[config.mk]
export PLATFORM = sky130hd
export DESIGN_NAME = ptps_front
export DESIGN_NICKNAME = d
export VERILOG_FILES = /design/src/ptps_pkg.sv /design/src/ptps_front.sv
export SDC_FILE = /design/constraint.sdc
export NUM_CORES = 2
export LEC_CHECK = 0
export BUFFER_PORTS_ARGS = -buffer_cell sky130_fd_sc_hd__buf_2
export CAP_MARGIN = 20
export CORE_MARGIN = 5
export CORE_UTILIZATION = 30
export DETAILED_ROUTE_END_ITERATION = 12
export GPL_TIMING_DRIVEN = 0
export HOLD_SLACK_MARGIN = 0.05
export SYNTH_ARGS = -nofsm -noshare
export SYNTH_HDL_FRONTEND = slang
export SYNTH_SLANG_ARGS = --single-unit
[constraint.sdc]
create_clock -name clk -period 24.2 [get_ports clk]
set_input_delay 4.84 -clock clk [delete_from_list [all_inputs] [get_ports clk]]
set_output_delay 4.84 -clock clk [all_outputs]
set_load 0.01 [all_outputs]
[src/ptps_pkg.sv]
// shared types, constants and the arctangent table for the panorama splat block
`default_nettype none
package ptps_pkg;

  localparam int ROWS_DEF  = 512;
  localparam int COLS_DEF  = 1024;
  localparam int STEPS_DEF = 20;

  // datapath width of the cordic vector (q32.16 plus growth headroom)
  localparam int VW = 52;
  localparam int AW = 34;

  localparam logic [31:0] INV_GAIN_Q32 = 32'h9B74EDA8;
  localparam logic signed [AW-1:0] QUARTER_TURN = 34'sd1073741824;
  localparam logic signed [AW-1:0] HALF_TURN    = 34'sd2147483648;

  typedef struct packed {
    logic signed [31:0] pos_x;
    logic signed [31:0] pos_y;
    logic signed [31:0] pos_z;
    logic [7:0] red_in;
    logic [7:0] green_in;
    logic [7:0] blue_in;
  } in_word_t;

  typedef struct packed {
    logic       hit;
    logic [8:0] pixel_row;
    logic [9:0] pixel_col;
    logic [7:0] red_out;
    logic [7:0] green_out;
    logic [7:0] blue_out;
  } out_word_t;

  // classified job handed from the front to the back
  typedef struct packed {
    logic        hit;
    logic [12:0] row;
    logic [13:0] col;
    logic [7:0]  red;
    logic [7:0]  green;
    logic [7:0]  blue;
  } job_t;

  function automatic logic [31:0] atan_lut(input logic [4:0] i);
    logic [31:0] v;
    case (i)
      5'd0:  v = 32'h20000000; 5'd1:  v = 32'h12E4051E; 5'd2:  v = 32'h09FB385B;
      5'd3:  v = 32'h051111D4; 5'd4:  v = 32'h028B0D43; 5'd5:  v = 32'h0145D7E1;
      5'd6:  v = 32'h00A2F61E; 5'd7:  v = 32'h00517C55; 5'd8:  v = 32'h0028BE53;
      5'd9:  v = 32'h00145F2F; 5'd10: v = 32'h000A2F98; 5'd11: v = 32'h000517CC;
      5'd12: v = 32'h00028BE6; 5'd13: v = 32'h000145F3; 5'd14: v = 32'h0000A2FA;
      5'd15: v = 32'h0000517D; 5'd16: v = 32'h000028BE; 5'd17: v = 32'h0000145F;
      5'd18: v = 32'h00000A30; 5'd19: v = 32'h00000518; 5'd20: v = 32'h0000028C;
      5'd21: v = 32'h00000146; 5'd22: v = 32'h000000A3; 5'd23: v = 32'h00000051;
      5'd24: v = 32'h00000029; 5'd25: v = 32'h00000014; 5'd26: v = 32'h0000000A;
      5'd27: v = 32'h00000005; 5'd28: v = 32'h00000003; 5'd29: v = 32'h00000001;
      5'd30: v = 32'h00000001; default: v = 32'h00000000;
    endcase
    return v;
  endfunction

endpackage
`default_nettype wire

[src/ptps_front.sv]
// front end: up to two cordic vectoring passes on one unit, then cell mapping
`default_nettype none
module ptps_front #(
  parameter int ROWS  = ptps_pkg::ROWS_DEF,
  parameter int COLS  = ptps_pkg::COLS_DEF,
  parameter int STEPS = ptps_pkg::STEPS_DEF
) (
  input  wire logic              clk,
  input  wire logic              rst_n,
  input  wire logic              start,
  input  wire ptps_pkg::in_word_t in_word,
  output      logic              busy,
  output      logic              job_valid,
  output      ptps_pkg::job_t    job,
  input  wire logic              job_ready
);
  import ptps_pkg::*;

  localparam int NSTEP = (STEPS > 32) ? 32 : STEPS;
  localparam int RW = $clog2(ROWS) + 2;
  localparam int CW = $clog2(COLS) + 2;

  typedef enum logic [2:0] {S_IDLE, S_PRE, S_ITER, S_GAIN, S_MAP, S_OUT} st_t;

  st_t st_r;
  logic pass_r;
  logic [5:0] step_r;
  logic signed [VW-1:0] x_r, y_r, z_r;
  logic signed [AW-1:0] a_r, theta_r;
  logic signed [VW-1:0] m_r;
  logic [63:0] mlo_r, mhi_r;
  logic [7:0] r_r, g_r, b_r;
  logic orig_r, vert_r;
  logic signed [RW+AW:0] rowp_r;
  logic signed [CW+AW+1:0] colp_r;
  job_t job_r;

  logic signed [VW-1:0] dx, dy;
  logic signed [AW-1:0] at;
  logic [63:0] row_full;
  logic signed [CW+AW+1:0] col_full;
  logic signed [AW-1:0] phi_c;

  assign dx = y_r >>> step_r[4:0];
  assign dy = x_r >>> step_r[4:0];
  assign at = AW'(signed'({1'b0, atan_lut(step_r[4:0])}));
  assign phi_c = a_r[AW-1] ? '0 : ((a_r > HALF_TURN) ? HALF_TURN : a_r);

  assign busy = (st_r != S_IDLE);
  assign job_valid = (st_r == S_OUT);
  assign job = job_r;

  // sequencer for both cordic passes and the mapping
  always_ff @(posedge clk) begin
    if (!rst_n) begin
      st_r <= S_IDLE;
    end else begin
      case (st_r)
        S_IDLE: if (start) begin
          x_r <= VW'(in_word.pos_x) <<< 16;
          y_r <= VW'(in_word.pos_y) <<< 16;
          z_r <= VW'(in_word.pos_z) <<< 16;
          r_r <= in_word.red_in; g_r <= in_word.green_in; b_r <= in_word.blue_in;
          orig_r <= (in_word.pos_x == 0) && (in_word.pos_y == 0) && (in_word.pos_z == 0);
          vert_r <= (in_word.pos_x == 0) && (in_word.pos_y == 0);
          pass_r <= 1'b0;
          a_r <= '0;
          st_r <= S_PRE;
        end
        S_PRE: begin
          // quarter turn for the left half-plane
          if (x_r < 0) begin
            if (y_r >= 0) begin
              x_r <= y_r; y_r <= -x_r; a_r <= QUARTER_TURN;
            end else begin
              x_r <= -y_r; y_r <= x_r; a_r <= -QUARTER_TURN;
            end
          end else a_r <= '0;
          step_r <= '0;
          if (!pass_r && vert_r) begin
            theta_r <= '0; m_r <= '0; st_r <= S_GAIN;
          end else if (NSTEP == 0) st_r <= pass_r ? S_MAP : S_GAIN;
          else st_r <= S_ITER;
        end
        S_ITER: begin
          if (y_r >= 0) begin
            x_r <= x_r + dx; y_r <= y_r - dy; a_r <= a_r + at;
          end else begin
            x_r <= x_r - dx; y_r <= y_r + dy; a_r <= a_r - at;
          end
          if (step_r == 6'(NSTEP - 1)) st_r <= pass_r ? S_MAP : S_GAIN;
          step_r <= step_r + 6'd1;
        end
        S_GAIN: begin
          if (!vert_r) begin
            theta_r <= a_r;
            m_r <= x_r;
          end
          // split multiply for gain removal, registered before the add
          mhi_r <= 64'((x_r[VW-1] || vert_r) ? 32'd0 : 32'(x_r[VW-1:32]))
                   * 64'(INV_GAIN_Q32);
          mlo_r <= 64'((x_r[VW-1] || vert_r) ? 32'd0 : x_r[31:0]) * 64'(INV_GAIN_Q32);
          pass_r <= 1'b1;
          step_r <= '0;
          st_r <= S_MAP;
        end
        S_MAP: begin
          if (!pass_r) st_r <= S_MAP;
          else if (step_r == 6'd0 && m_r != -1) begin
            // first visit after gain: load pass two
            x_r <= z_r;
            y_r <= VW'(mhi_r + (mlo_r >> 32));
            m_r <= -1;
            st_r <= S_PRE;
          end else begin
            rowp_r <= (RW+AW+1)'(phi_c) * (RW+AW+1)'(ROWS);
            colp_r <= (CW+AW+2)'(COLS) * (CW+AW+2)'(HALF_TURN)
                      - (CW+AW+2)'(theta_r) * (CW+AW+2)'(COLS);
            st_r <= S_OUT;
          end
        end
        S_OUT: if (job_ready) st_r <= S_IDLE;
        default: st_r <= S_IDLE;
      endcase
    end
  end

  assign row_full = 64'(rowp_r >>> 31);
  assign col_full = colp_r >>> 32;

  // classify hit or miss
  always_comb begin
    job_r.row = 13'(row_full);
    job_r.col = 14'(col_full);
    job_r.red = r_r; job_r.green = g_r; job_r.blue = b_r;
    job_r.hit = !orig_r && (row_full < 64'(ROWS)) && !col_full[CW+AW+1]
                && (col_full < (CW+AW+2)'(COLS));
  end

  // the result leaves only after mapping
  a_busy: assert property (@(posedge clk) disable iff (!rst_n)
    job_valid |-> busy) else $error("job without busy");
  a_start: assert property (@(posedge clk) disable iff (!rst_n)
    (start && !busy) |=> busy) else $error("start not taken");
  a_step: assert property (@(posedge clk) disable iff (!rst_n)
    (st_r == S_ITER) |-> (step_r < 6'(NSTEP))) else $error("step overrun");
endmodule
`default_nettype wire

==> impl_metrics.csv <==
group,metric,value,unit
outcome,outcome,"finished, final reports clean",
die,rows,174,
detailed_routing,first_pass_iters,7,
clock_tree,ctsResizeCount,0,
clock_tree,cts_tree,"yes",
detailed_routing,ant_nets,0,
clock_tree,cts.sinks,427,
logic_synthesis,synth_top_flop_cell,"edfxtp_1",
setup_path,crit_required,24.61,ns
grt,grt_remaining_overflow,0,
logic_synthesis,synthTopCellsByArea,"fa_1 21%, edfxtp_1 17%, ha_1 14%",
setup_path,cp_max_fo,10,
clock_tree,cts_root_buf,"clkbuf_16",
timing,fmax,0.0782,GHz
setup_path,regToRegStartpoint,"x_r[51]",
logic_synthesis,synth_edf_count,394,
clock_tree,hold_buffers,0,
clock_tree,cts_max_path_buffers,3,
setup_path,startpoint_type,"flop",
logic_synthesis,syn_inst,7121,
clock_tree,cts_setup_buffers,0,
run,drv_cap,0,
setup_path,crit_start,"x_r[51]",
clock_tree,numCtsBuffers,51,
timing,finalSetupViolCount,0,
final_layout,layout_common_cells,"1146 x inv_1, 735 x ha_1, 695 x fa_1",
logic_synthesis,synth_cell_types,114,
setup_path,cpMaxStageDelayCell,"o22ai_1",
die,ios,178,
detailed_routing,first_iter_violations,6310,
grt,grt_max_degree,65,
detailed_routing,wire_per_inst,29.7,um
setup_path,max_stage_delay,0.76,ns
setup_path,critical_path_class,"flop to flop",
final_layout,nets,8981,
timing,finClkSkew,0.100,ns
timing,period_share,52.8,%
detailed_routing,vias,59000,
timing,rsz0062_at_grt,"false",
logic_synthesis,syn-cell-area,67800,sq um
grt,grt_usage,25.6,%
detailed_routing,vias_per_cell,5.63,
die,start_util,30.2,%
logic_synthesis,synth-async-reset-ratio,0,%
clock_tree,clkLatencyLatePin,0.72,ns
timing,final_hold_viol_count,0,
final_layout,utilization,33.5,%
final_layout,fillCellCount,23100,
final_layout,drive_above_1_share,9.35,%
setup_path,end_kind,"flop",
placed_design,hpwl,258000,um
final_layout,stdcell_count,10500,
timing,finalCriticalPeriod,12.78,ns
timing,worstMarginPinSlew,1.34,ns
logic_synthesis,avgSynthCellArea,9.52,sq um
clock_tree,cts.htree.levels,2,
die,dieArea,236000,sq um
logic_synthesis,synth_seq_cells,427,
die,die_w,485,um
final_layout,final_common_cell,"inv_1",
grt,grt_pass1_vias,59700,
placed_design,gp_congestion,1.01,
grt,grt_pass1_wl,438000,um
grt,antenna_found_initial,22,
die,core_area,225000,sq um
logic_synthesis,synth_top_area_share,20.5,%
setup_path,cpMostUsedCell,"fa_1",
detailed_routing,drc,0,
worst_hold_path,min_from,"mlo_r[34]",
worst_hold_path,hold_class,"flop to flop",
setup_path,arrival,13.20,ns
timing,report.final.slew_viol_count,0,
logic_synthesis,ys_seq_area_share,18.4,%
logic_synthesis,synth_top_cell_by_area,"fa_1",
placed_design,port_buffers,175,
logic_synthesis,ys_warn_count,0,
placed_design,dpl.cell_count,10400,
final_layout,area_delta_synth_final,11.2,%
detailed_routing,drt-total-wl,311000,um
clock_tree,path_clk_slew,0.07,ns
timing,fin_setup_tns,0,ns
die,die_h,485,um
timing,slew_headroom,10.7,%
-- synthesized netlist by cell type (17+ instances only) --
cell type,n
buf_4,17
o21ai_0,302
nor2b_1,53
mux2i_1,141
xnor2_1,272
buf_6,29
a21o_1,166
mux2_2,47
o221ai_1,22
o211ai_1,30
mux4_2,152
a31oi_1,49
and2_1,43
and3_1,78
buf_1,26
xor2_1,187
o22ai_1,73
ha_1,735
or3_1,42
fa_1,695
a22oi_1,25
o21a_1,54
or2_2,27
dfxtp_1,33
nor2_1,375
nor3_1,90
a21oi_1,344
nand2_1,518
nand2b_1,75
buf_2,29
nand4_1,58
a211oi_1,33
edfxtp_1,394
a221oi_1,30
nor4_1,54
o21bai_1,21
o31ai_1,42
nand3_1,75
clkbuf_1,240
inv_1,1146
or4_1,25
a222oi_1,25
-- routing by layer --
metal / routed length, um / share of wire, % / GRT usage [%] / vias to the layer above
li1: - / - / - / 25200
met1: 126000 / 41 / 33.4 / 29800
met2: 136000 / 44 / 40.0 / 3151
met3: 29000 / 9.3 / 5.75 / 771
met4: 19300 / 6.2 / 13.0 / 10
met5: 56 / 0.018 / 0 / -
-- kinds of logic after synthesis --
| group | after synthesis | share of synthesized area, % |
|---|---|---|
| compound gates | 1367 | 13.1 |
| fa+ha+maj | 1430 | 34.1 |
| mux | 348 | 8.19 |
| flops | 427 | 18.4 |
| simple gates | 1587 | 11.4 |
| buf+inv | 1501 | 8.88 |
| xor+xnor | 460 | 5.95 |
| other cells | 1 | 0.00553 |
-- final timing paths --
| path | endpoint | slack (ns) | cells past startpoint |
|---|---|---|---|
| hold / removal | y_r[2] | 0.57 | 2 |
| setup reg to reg | mlo_r[63] | 11.42 | 34 |
| hold reg to reg | y_r[2] | 0.57 | 2 |
| setup / recovery | mlo_r[63] | 11.42 | 34 |
-- per-stage QoR --
| stage | instance area (sq um) | setup WS (ns) | hold slack, ns |
|---|---|---|---|
| after floorplan | 67800 | 12.28 | 0.533 |
| after global placement | 72500 | 8.11 | 0.552 |
| after detailed placement | 73600 | 11.39 | 0.561 |
| after CTS | 75300 | 11.37 | 0.576 |
| after global routing | 75400 | 11.03 | 0.629 |
| final | 75400 | 11.42 | 0.575 |
-- sequential cells by signal (all words and copies together) (netlist names), 6 cells and up --
| name | count |
|---|---|
| mlo_r | 32 |
| a_r | 34 |
| colp_r | 13 |
| theta_r | 34 |
| g_r | 8 |
| b_r | 8 |
| at | 30 |
| step_r | 6 |
| z_r | 32 |
| r_r | 8 |
| m_r | 52 |
| x_r | 52 |
| rowp_r | 11 |
| y_r | 52 |
| mhi_r | 49 |
-- critical path: cells and delay by family, from the launching register on --
family          cells  cell delay (ns)
fa+ha+maj           9             4.36
buf+inv            10             2.96
compound gates      8             2.65
simple gates        6             1.92
flops               1             0.48
xor+xnor            1             0.11
-- final cells by class --
cell class / instances / area (sq um) / share of cell area, %
tap: 2992 / 3740 / 4.96
inverter: 1151 / 4320 / 5.73
clock buffer: 61 / 1400 / 1.85
multi-input combinational: 5201 / 49400 / 65.5
timing repair buffer: 245 / 1950 / 2.58
buffer: 350 / 1710 / 2.27
sequential: 427 / 12500 / 16.6
antenna: 9 / 22.5 / 0.0299
clock inverter: 30 / 354 / 0.470
Power is left out: the tool's default activity adds up to more than one toggle a clock period on the data nets, which glitch-free logic cannot reach.
